### config.mk
export PLATFORM = sky130hd
export DESIGN_NAME = ppw_mat_mem
export DESIGN_NICKNAME = d
export VERILOG_FILES = /design/src/hdl/point_projection_to_window_assert.svh /design/src/hdl/ppw_pkg.sv /design/src/hdl/ppw_mat_mem.sv
export SDC_FILE = /design/constraint.sdc
export NUM_CORES = 1
export LEC_CHECK = 0
export BUFFER_PORTS_ARGS = -buffer_cell sky130_fd_sc_hd__buf_2
export CORE_MARGIN = 3
export CORE_UTILIZATION = 58
export CTS_BUF_LIST = sky130_fd_sc_hd__clkbuf_8
export DETAILED_ROUTE_END_ITERATION = 12
export PLACE_DENSITY = 0.78
export SYNTH_ARGS = -nofsm -noshare
export SYNTH_HDL_FRONTEND = slang
export SYNTH_SLANG_ARGS = --single-unit
export TNS_END_PERCENT = 100
### constraint.sdc
create_clock -name clk -period 3.04 [get_ports clk]
set_clock_uncertainty 0.05 [all_clocks]
set_input_delay 0 -clock clk [delete_from_list [all_inputs] [get_ports clk]]
set_output_delay 0 -clock clk [all_outputs]
set_load 0.01 [all_outputs]
### src/hdl/point_projection_to_window_assert.svh
// ----------------------------------------------------------------------------
// Assertion macros for point_projection_to_window
// Implication checks on the rising clock edge, disabled during reset.
// ----------------------------------------------------------------------------
`ifndef POINT_PROJECTION_TO_WINDOW_ASSERT_SVH
`define POINT_PROJECTION_TO_WINDOW_ASSERT_SVH

// same-cycle implication
`define PPW_ASSERT_IMP(lbl, ck, rs, ante, cons) \
  lbl: assert property (@(posedge ck) disable iff (rs) (ante) |-> (cons)) \
    else $error("ppw: same-cycle check failed");

// next-cycle implication
`define PPW_ASSERT_NXT(lbl, ck, rs, ante, cons) \
  lbl: assert property (@(posedge ck) disable iff (rs) (ante) |=> (cons)) \
    else $error("ppw: next-cycle check failed");

`endif

### src/hdl/ppw_pkg.sv
// ----------------------------------------------------------------------------
// ppw_pkg
// Types, constants and helpers shared by the point projection block.
// ----------------------------------------------------------------------------
package ppw_pkg;

  localparam int FRAC_BITS = 16;
  localparam int DIV_W     = 32 + FRAC_BITS;      // |clip| << FRAC_BITS
  localparam int DIV_CNT_W = $clog2(DIV_W + 1);
  localparam int NDC_W     = 42;                  // holds +-2^40
  localparam int ACC_W     = 64 - FRAC_BITS + 2;  // sum of four floored terms
  localparam logic [63:0] NDC_LIMIT = 64'd1 << 40;
  localparam logic signed [31:0] ONE_FX = 32'sd1 <<< FRAC_BITS;

  localparam int CFG_IDX_W  = 3;
  localparam int CFG_DATA_W = 15;

  localparam logic [CFG_IDX_W-1:0] REG_VIEWPORT_X      = 3'd0;
  localparam logic [CFG_IDX_W-1:0] REG_VIEWPORT_Y      = 3'd1;
  localparam logic [CFG_IDX_W-1:0] REG_VIEWPORT_WIDTH  = 3'd2;
  localparam logic [CFG_IDX_W-1:0] REG_VIEWPORT_HEIGHT = 3'd3;
  localparam logic [CFG_IDX_W-1:0] REG_SURFACE_HEIGHT  = 3'd4;

  typedef enum logic [1:0] {
    OP_LOAD_MV  = 2'd0,
    OP_LOAD_PJ  = 2'd1,
    OP_PROJECT  = 2'd2
  } op_t;

  typedef enum logic [2:0] {
    S_IDLE,
    S_MAT,
    S_MNEXT,
    S_DSTART,
    S_DWAIT,
    S_VPX,
    S_VPY,
    S_DONE
  } state_t;

  function automatic logic signed [31:0] sat32(input logic signed [63:0] v);
    logic signed [31:0] r;
    if (v > 64'sd2147483647) r = 32'sh7FFF_FFFF;
    else if (v < -64'sd2147483648) r = 32'sh8000_0000;
    else r = v[31:0];
    return r;
  endfunction

endpackage

### src/hdl/ppw_mat_mem.sv
// ----------------------------------------------------------------------------
// ppw_mat_mem
// 16 x 32 matrix store, one write and one registered read per cycle.
// Entries never written read back as the identity matrix.
// ----------------------------------------------------------------------------
module ppw_mat_mem (
  input  logic               clk,
  input  logic               rst,
  input  logic               we,
  input  logic [3:0]         waddr,
  input  logic signed [31:0] wdata,
  input  logic [3:0]         raddr,
  output logic signed [31:0] rdata
);
  import ppw_pkg::*;

  logic signed [31:0] mem [16];
  logic [15:0]        vld;

  always_ff @(posedge clk) begin
    if (we) begin
      mem[waddr] <= wdata;
    end
    if (vld[raddr]) begin
      rdata <= mem[raddr];
    end else begin
      // diagonal when row == column
      rdata <= (raddr[1:0] == raddr[3:2]) ? ONE_FX : 32'sd0;
    end
  end

  always_ff @(posedge clk) begin
    if (rst) begin
      vld <= '0;
    end else if (we) begin
      vld[waddr] <= 1'b1;
    end
  end

endmodule

==> impl_results.md <==
* # diodes at 0
* Worst slew margin relative to its limit at 46.1%
* DP Wirelength at 23,200 µm
* Footprint of the multi-input gates at 4310 µm²
* Critical path's slowest cell: and3_2
* Post-CTS Setup Inserts at 0
* Area delta synth->final at 15.5%
* Fill cell count at 2,029
* Post-Syn Nets at 908
* Die outline width at 195 µm
* Slew of the pin with the lowest slew margin at 809 ps
* GR Overflow Total at 0
* Status: completed
* Port Buf Inserts at 74
* LEAKAGE at 0.00793 µW
* Min cycle time layout at 2020 ps
* Share of cells above drive strength 1 at 35.8%
* Fin crit share at 66.5%
* IO Pins at 75
* Row count at 68
* Cell Chain, Critical Path: mux4_2 -> a22oi_1 -> and3_2 -> mux2_2
* Synth warn at 0
* DR WL/cell at 26.6 µm
* Final Setup Violations at 0
* Worst Setup End Kind: register
* Largest family of logic cells by synthesized area: multiplexers
* Seq/Total Area, Yosys at 78.6%
* Vias in the first global route at 9,999
* ANT nets after route at 0
* Die Height at 195 µm
* Post-synthesis xor/xnor area fraction at 0.0421%
* Synth Area in Compound Gates at 0.0722%
* Setup TNS at 0 ps
* Nets at 1,102
* PwrDens at 628 nW/µm²
* Syn avg cell area at 24.0 µm²
* Worst Hold Class: primary input to register
* Vias per Instance at 6.05
* Num CTS Buffers at 87
* Adder-Cell Fraction of Synth Area at 0%
* Global Route Usage Sum at 22.6%
* CTS tree: built
* Largest net degree at the start of global routing at 54
* Maximum fanout along the worst path at 10
* Total number of vias at 9,585
* Mux share of post-synthesis cell area at 17.7%
* 1st-iter DRT viols at 1,138
* WP data required at 3510 ps
* CORE AREA at 35,000 µm²
* FF/Latch Area at 16,300 µm²
* Initial antenna violation count at 0
* Post-Synthesis Cells at 865
* Max Clk Rate at 494 MHz
* Initial Utilization at 59.5%
* Routed wire length at 42,100 µm
* First-pass GRT wire length at 63,200 µm
* First-pass iteration count of the detailed router at 5
* Synthesized flop and latch total at 560
* Deepest clock path buffer count at 3
* H-tree depth at 3
* Die Footprint at 38,200 µm²
* GP Congestion at 0.768
* RSZ-0062 raised after global routing: false
* Clock Tree Root: clkbuf_8
* Final Hold Viols at 0
* Max-slew violations at 0
* Simple-gate share of the synthesized area at 2.35%
* Cell area after synthesis at 20,800 µm²
* # DRC at 0
* Clk sink count at 560
* Crit Path Class: register to register
* WP data arrival at 2490 ps
* CP max stage delay at 490 ps
* Max cap viols at 0
* Final Core Density at 68.7%
* Crit start category: register
* Worst-Skew Late Latency at 630 ps
* CTS clk-pin slew, worst paths at 60 ps
* Yosys cell types at 21
* CP Buf/Inv Count at 0
* Peak supply drop at 0.000408 V
* CP top delay family: multiplexers
stage by stage:
step           cells  hold WS, ps  setup WS (ps)  cell area [µm²]  total power (µW)
6_report        1584         60.0           1020            24000             15100
5_1_grt         1584         41.2            943            24000             15600
2_1_floorplan    865         48.9           59.1            20800              9220
3_3_place_gp    1388          297            846            22000              9470
4_1_cts         1584         25.7           1030            24000             15200
3_5_place_dp    1388          306            827            22000              9500
sequential cells by signal (all words and copies together), names as in the netlist:
name and cells:
mem 512, rdata 32, vld 16
worst register-to-register path, delay by kind of cell (launching register included):
kind               cells  cell delay [ps]
AOI/OAI and AO/OA      1              210
DFF                    1              310
muxes                  2              860
and+or+nand+nor        1              490
report_power, final:
part | internal, µW | total (µW) | switching [µW]
clock network | 2940 | 5710 | 2770
registers | 8560 | 8600 | 37.9
logic | 375 | 772 | 397
layer usage:
metal	vias to the layer above	GRT usage, %	part of all wire (%)
li1	4047	-	-
met1	5060	32.9	40
met2	423	36.8	52
met3	55	3.54	6.9
met4	0	6.50	1.7
met5	-	0	0
synth_stat cells:
| cell | number | share of area, % |
|---|---|---|
| buf_8 | 1 | 0.072 |
| nand3_1 | 4 | 0.096 |
| nand2b_1 | 2 | 0.060 |
| or3b_2 | 1 | 0.042 |
| buf_2 | 9 | 0.22 |
| nor2b_4 | 2 | 0.13 |
| dfxtp_1 | 48 | 4.6 |
| nor2_1 | 45 | 0.81 |
| nor2b_1 | 31 | 0.93 |
| buf_6 | 11 | 0.60 |
| mux2_2 | 1 | 0.054 |
| nor3_1 | 5 | 0.12 |
| nand2_1 | 3 | 0.054 |
| clkbuf_1 | 20 | 0.36 |
| a22oi_1 | 2 | 0.072 |
| nand3b_1 | 2 | 0.072 |
| xor2_1 | 1 | 0.042 |
| buf_1 | 1 | 0.018 |
| and3_1 | 1 | 0.030 |
| edfxtp_1 | 512 | 74 |
| mux4_2 | 163 | 18 |
logic make-up (layout without fill, tap and decap cells):
logic type / count (synthesis) / count (layout)
xor gates and xnor gates: 1 / 1
and+or+nand+nor: 96 / 96
muxes: 164 / 164
AOI/OAI and AO/OA: 2 / 2
DFF: 560 / 560
buffers and inverters: 42 / 306
cell type report:
type	instances	share of cell area, %
tap	455	2.37
sequential	560	68.0
multi-input combinational	263	18.0
timing repair buffer	147	5.00
clock buffer	94	5.39
clock inverter	65	1.27
path summary, 6_finish.rpt:
check,startpoint,endpoint,slack (ps),cells after the start
worst max register to register,vld[5]$_SDFFE_PP0P_,rdata[16]$_DFF_P_,1020,4
worst max-delay path,vld[5]$_SDFFE_PP0P_,rdata[16]$_DFF_P_,1020,4
worst min-delay path,waddr[2],mem[0][20]$_DFFE_PP_,60,3
worst min register to register,vld[4]$_SDFFE_PP0P_,vld[4]$_SDFFE_PP0P_,420,2
timing repair:
| action | in CTS | in global routing |
|---|---|---|
| gates resized for setup | 0 | 0 |
| hold endpoints to repair | 563 | 0 |
| hold buffers | 37 | 0 |
cell usage in the layout (no fill, tap or decap), types with 2 or more instances in the layout:
cell type,instances
nor2b_4,2
nor3_2,3
nand3b_1,2
nand3_1,4
a22oi_1,2
clkbuf_8,95
edfxtp_1,512
clkinvlp_4,3
nor2b_1,31
nor2_1,33
buf_12,14
nor2_4,12
nand2b_1,2
mux4_2,163
nand2_1,3
buf_2,71
buf_4,24
dlygate4sd3_1,37
inv_1,40
clkinv_1,9
clkinv_2,10
dfxtp_1,48
Power figures use the tool's default switching activity.
