==> config.mk <==
export PLATFORM = sky130hd
export DESIGN_NAME = ppw_div
export DESIGN_NICKNAME = d
export VERILOG_FILES = /design/src/hdl/point_projection_to_window_assert.svh /design/src/hdl/ppw_pkg.sv /design/src/hdl/ppw_div.sv
export SDC_FILE = /design/constraint.sdc
export NUM_CORES = 1
export LEC_CHECK = 0
export BUFFER_PORTS_ARGS = -buffer_cell sky130_fd_sc_hd__clkbuf_2
export CORE_ASPECT_RATIO = 1.25
export CORE_UTILIZATION = 25
export DETAILED_ROUTE_END_ITERATION = 12
export GPL_TIMING_DRIVEN = 0
export PLACE_DENSITY = 0.47
export SYNTH_ARGS = -nofsm -noshare
export SYNTH_HDL_FRONTEND = slang
export SYNTH_SLANG_ARGS = --single-unit
==> constraint.sdc <==
create_clock -name clk -period 8.91 [get_ports clk]
set_clock_uncertainty 0.05 [all_clocks]
set_input_delay 0 -clock clk [delete_from_list [all_inputs] [get_ports clk]]
set_output_delay 0 -clock clk [all_outputs]
set_load 0.01 [all_outputs]
==> src/hdl/point_projection_to_window_assert.svh <==
// ----------------------------------------------------------------------------
// Assertion macros for point_projection_to_window
// Implication checks on the rising clock edge, disabled during reset.
// ----------------------------------------------------------------------------
`ifndef POINT_PROJECTION_TO_WINDOW_ASSERT_SVH
`define POINT_PROJECTION_TO_WINDOW_ASSERT_SVH

// same-cycle implication
`define PPW_ASSERT_IMP(lbl, ck, rs, ante, cons) \
  lbl: assert property (@(posedge ck) disable iff (rs) (ante) |-> (cons)) \
    else $error("ppw: same-cycle check failed");

// next-cycle implication
`define PPW_ASSERT_NXT(lbl, ck, rs, ante, cons) \
  lbl: assert property (@(posedge ck) disable iff (rs) (ante) |=> (cons)) \
    else $error("ppw: next-cycle check failed");

`endif

==> src/hdl/ppw_pkg.sv <==
// ----------------------------------------------------------------------------
// ppw_pkg
// Types, constants and helpers shared by the point projection block.
// ----------------------------------------------------------------------------
package ppw_pkg;

  localparam int FRAC_BITS = 16;
  localparam int DIV_W     = 32 + FRAC_BITS;      // |clip| << FRAC_BITS
  localparam int DIV_CNT_W = $clog2(DIV_W + 1);
  localparam int NDC_W     = 42;                  // holds +-2^40
  localparam int ACC_W     = 64 - FRAC_BITS + 2;  // sum of four floored terms
  localparam logic [63:0] NDC_LIMIT = 64'd1 << 40;
  localparam logic signed [31:0] ONE_FX = 32'sd1 <<< FRAC_BITS;

  localparam int CFG_IDX_W  = 3;
  localparam int CFG_DATA_W = 15;

  localparam logic [CFG_IDX_W-1:0] REG_VIEWPORT_X      = 3'd0;
  localparam logic [CFG_IDX_W-1:0] REG_VIEWPORT_Y      = 3'd1;
  localparam logic [CFG_IDX_W-1:0] REG_VIEWPORT_WIDTH  = 3'd2;
  localparam logic [CFG_IDX_W-1:0] REG_VIEWPORT_HEIGHT = 3'd3;
  localparam logic [CFG_IDX_W-1:0] REG_SURFACE_HEIGHT  = 3'd4;

  typedef enum logic [1:0] {
    OP_LOAD_MV  = 2'd0,
    OP_LOAD_PJ  = 2'd1,
    OP_PROJECT  = 2'd2
  } op_t;

  typedef enum logic [2:0] {
    S_IDLE,
    S_MAT,
    S_MNEXT,
    S_DSTART,
    S_DWAIT,
    S_VPX,
    S_VPY,
    S_DONE
  } state_t;

  function automatic logic signed [31:0] sat32(input logic signed [63:0] v);
    logic signed [31:0] r;
    if (v > 64'sd2147483647) r = 32'sh7FFF_FFFF;
    else if (v < -64'sd2147483648) r = 32'sh8000_0000;
    else r = v[31:0];
    return r;
  endfunction

endpackage

==> src/hdl/ppw_div.sv <==
// ----------------------------------------------------------------------------
// ppw_div
// Restoring divider, one quotient bit per cycle: (num << FRAC_BITS) / den,
// truncated toward zero, clamped to +-2^40.
// ----------------------------------------------------------------------------
module ppw_div (
  input  logic                              clk,
  input  logic                              rst,
  input  logic                              start,
  input  logic signed [31:0]                num,
  input  logic signed [31:0]                den,
  output logic                              busy,
  output logic                              done,
  output logic signed [ppw_pkg::NDC_W-1:0]  quot
);
  import ppw_pkg::*;

  logic [DIV_CNT_W-1:0] cnt;
  logic [32:0]          rem;
  logic [DIV_W-1:0]     quo;
  logic [31:0]          dmag;
  logic                 neg;

  logic [31:0]          num_mag;
  logic [31:0]          den_mag;
  logic [32:0]          rem_sh;
  logic                 ge;
  logic [32:0]          rem_next;
  logic [DIV_W-1:0]     quo_next;
  logic [63:0]          qlim;

  assign num_mag  = num[31] ? (~num + 32'd1) : num;
  assign den_mag  = den[31] ? (~den + 32'd1) : den;
  assign rem_sh   = {rem[31:0], quo[DIV_W-1]};
  assign ge       = rem_sh >= {1'b0, dmag};
  assign rem_next = ge ? (rem_sh - {1'b0, dmag}) : rem_sh;
  assign quo_next = {quo[DIV_W-2:0], ge};
  assign qlim     = (64'(quo) > NDC_LIMIT) ? NDC_LIMIT : 64'(quo);
  assign quot     = neg ? -$signed(qlim[NDC_W-1:0]) : $signed(qlim[NDC_W-1:0]);

  always_ff @(posedge clk) begin
    if (rst) begin
      busy <= 1'b0;
      done <= 1'b0;
      cnt  <= '0;
    end else begin
      done <= 1'b0;
      if (start) begin
        busy <= 1'b1;
        cnt  <= DIV_CNT_W'(DIV_W);
      end else if (busy) begin
        cnt <= cnt - 1'b1;
        if (cnt == DIV_CNT_W'(1)) begin
          busy <= 1'b0;
          done <= 1'b1;
        end
      end
    end
  end

  always_ff @(posedge clk) begin
    if (start) begin
      quo  <= DIV_W'(num_mag) << FRAC_BITS;
      rem  <= '0;
      dmag <= den_mag;
      neg  <= num[31] ^ den[31];
    end else if (busy) begin
      quo <= quo_next;
      rem <= rem_next;
    end
  end

endmodule
==> flow_summary.ini <==
[final_layout]
area_growth_pct = 28.4
layout_commonest_cell = clkbuf_2
fillers = 3673
fin_nets = 1344
final_layout_size_suffix_gt1_frac = 0.141
final_cell_mix = 109 x clkbuf_2, 108 x nand2_1, 101 x nor2_1
final_util = 0.327

[worst_setup_path]
cp_slowest_cell = or4_4
crit_path_end_kind = output pin
crit_arrival_ps = 4900
crit_path_start_kind = flop
cp_top_family = simple AND/OR/NAND/NOR gates
r2r_slack_ps = 5140
required_ps = 8860
crit_path_max_fanout = 8
path_cells = or4_4, nor3_2, nand3_1, or4_4, or3_4, a21oi_4, and2_2, inv_1, ha_1, nor3b_1, nand2_1, nor2_1, nand3_1, or3_2, a21oi_1, a311oi_1, clkbuf_2
path_class = flop to output pin
critPathMaxStageDelay_ps = 600
crit_buf_inv = 2

[grt]
grtUsageTotal = 0.152
antenna_found_initial = 1
first_global_vias = 8168
grt_max_degree = 39
grt_first_pass_wirelength_mm = 42.5
overflow = 0

[die]
num_rows = 76
core_area_um2 = 34500
dieArea_um2 = 35900
start_util = 0.255
fp.dieH_um = 212
die-width_um = 170
ios = 111

[sta]
rsz0062_at_grt = no
period_share = 0.556
worst_pin_slew_ps = 1260
timing.fmax_ghz = 0.202
min_period_ps = 4950
hold_viol_final = 0
final.setup.tns_ps = 0
setup_viol = 0
slew_headroom = 0.156
slew_viol_final = 0

[yosys]
yosysSeqAreaShare = 0.350
yosysWarnings = 0
synth_top_area_frac = 0.222
synth_cells = 1035
synth-async-reset-ratio = 0
synth_area_um2 = 8790
syn_avg_cell_area_um2 = 8.49
ys_seq_elements = 121
synthFlopType = edfxtp_1
synth_cell_types = 72
synth-edff-count = 65
synth_area_leaders = edfxtp_1 22%, dfxtp_1 13%, xnor2_1 5.9%, xor2_1 5.5%, ha_1 5.3%
syn-num-nets = 1140
synth_area_leader_cell = edfxtp_1

[clock_network]
cts_root_buf = clkbuf_16
h-tree-depth = 4
cts_buffers = 17
clkTransAtPathRegs_ps = 60
clkSinkCount = 121
cts_setup_buffers = 0
clkLatencyLatePin_ps = 430
cts_tree = built
cts_buffer_depth = 2

[min_path]
hold_class = primary input to flop

[pwr]
p_switching_mw = 0.581
intPower_mw = 1.29
p_sw_frac = 0.311
clkPwrFrac = 0.377
comb_power_share = 0.254
power_density_nw_per_um2 = 165
ir_worst_vdd_mv = 0.134
leakage_nw = 4.53
seqPwrFrac = 0.369

[drt]
drc = 0
viasPerCell = 4.81
drt_iter0_markers = 473
ant_nets = 0
top_layer = met4
vias = 8273
met3WireLength_um = 859
met1_length_mm = 12.0
drt-total-wl_mm = 26.8
wl_per_cell_um = 15.6
route.met2.wl_mm = 13.4
firstDrtPassIters = 5

[job]
cap_violations = 0

[placement]
gp_congestion = 0.861
io_buffers = 109
hpwl_mm = 20.5

[status]
status = complete, no violations
-- Yosys cell counts, drive strengths merged (28+ instances only) --
master    n
nand2   108
nor2    102
o21ai    85
edfxtp   65
a21oi    64
xnor2    59
dfxtp    56
xor2     55
inv      46
clkbuf   41
ha       37
a211oi   28
-- routing by layer --
layer	GRT usage	up-vias
li1	-	4176
met1	0.178	3860
met2	0.274	199
met3	0.0247	38
met4	0.0572	0
met5	0	-
-- tightest hold or removal path, delay by kind of cell --
kind,cells,cell delay (ps)
buffers and inverters,1,140
XOR/XNOR,1,130
AO/OA/AOI/OAI,1,70
AND/OR/NAND/NOR,1,50
-- cell type report --
type | instances | area (um2) | area share
Sequential cell | 121 | 3070 | 0.272
Multi-Input combinational cell | 814 | 5310 | 0.470
Clock inverter | 9 | 81.3 | 0.00721
Timing Repair Buffer | 185 | 1310 | 0.116
Clock buffer | 23 | 520 | 0.0461
Inverter | 46 | 173 | 0.0153
Tap cell | 468 | 586 | 0.0519
Antenna cell | 1 | 2.50 | 0.000222
Buffer | 54 | 239 | 0.0212
-- sequential cells by signal (all words and copies together) (netlist names) --
signal / cells
done: 1
neg: 1
cnt: 6
dmag: 32
busy: 1
rem: 32
quo: 48
-- per-stage QoR --
| step | setup slack [ps] | instance area [um2] | total power, mW | hold slack, ps | std cells |
|---|---|---|---|---|---|
| after floorplan | 5030 | 8790 | 1.00 | 48.9 | 1035 |
| after global placement | 4380 | 9920 | 1.14 | 209 | 1612 |
| after detailed placement | 4400 | 9920 | 1.15 | 222 | 1612 |
| after CTS | 3910 | 11300 | 1.89 | 1.30 | 1720 |
| after global routing | 3670 | 11300 | 1.97 | 24.6 | 1721 |
| final | 3960 | 11300 | 1.87 | 17.9 | 1721 |
-- logic make-up (layout without fill, tap and decap cells) --
logic type | after synthesis | in the layout | share of synthesized area
and+or+nand+nor | 354 | 354 | 0.198
AOI/OAI and AO/OA | 282 | 282 | 0.207
DFF | 121 | 121 | 0.350
xor gates and xnor gates | 114 | 114 | 0.114
buffers and inverters | 100 | 317 | 0.0468
adders and majority gates | 38 | 38 | 0.0549
muxes | 26 | 26 | 0.0296
other | 0 | 1 | 0
-- worst paths after layout --
path | startpoint | endpoint | cells past startpoint
setup / recovery | quo[24] | quot[36] | 17
hold reg to reg | rem[31] | rem[31] | 2
hold / removal | num[2] | quo[18] | 4
setup reg to reg | rem[7] | rem[27] | 11
-- power by group through the flow --
stage	logic (mW)	registers, mW	clock network, mW
2_1_floorplan	0.322	0.683	0
3_3_place_gp	0.444	0.699	0
3_5_place_dp	0.446	0.700	0
4_1_cts	0.477	0.689	0.724
5_1_grt	0.529	0.695	0.743
6_report	0.474	0.689	0.704
-- timing repair --
item	4_1_cts	5_1_grt
gates resized for setup	0	0
hold endpoints to repair	68	0
hold buffers	76	0
No activity file was read; power rests on OpenSTA's default activity.
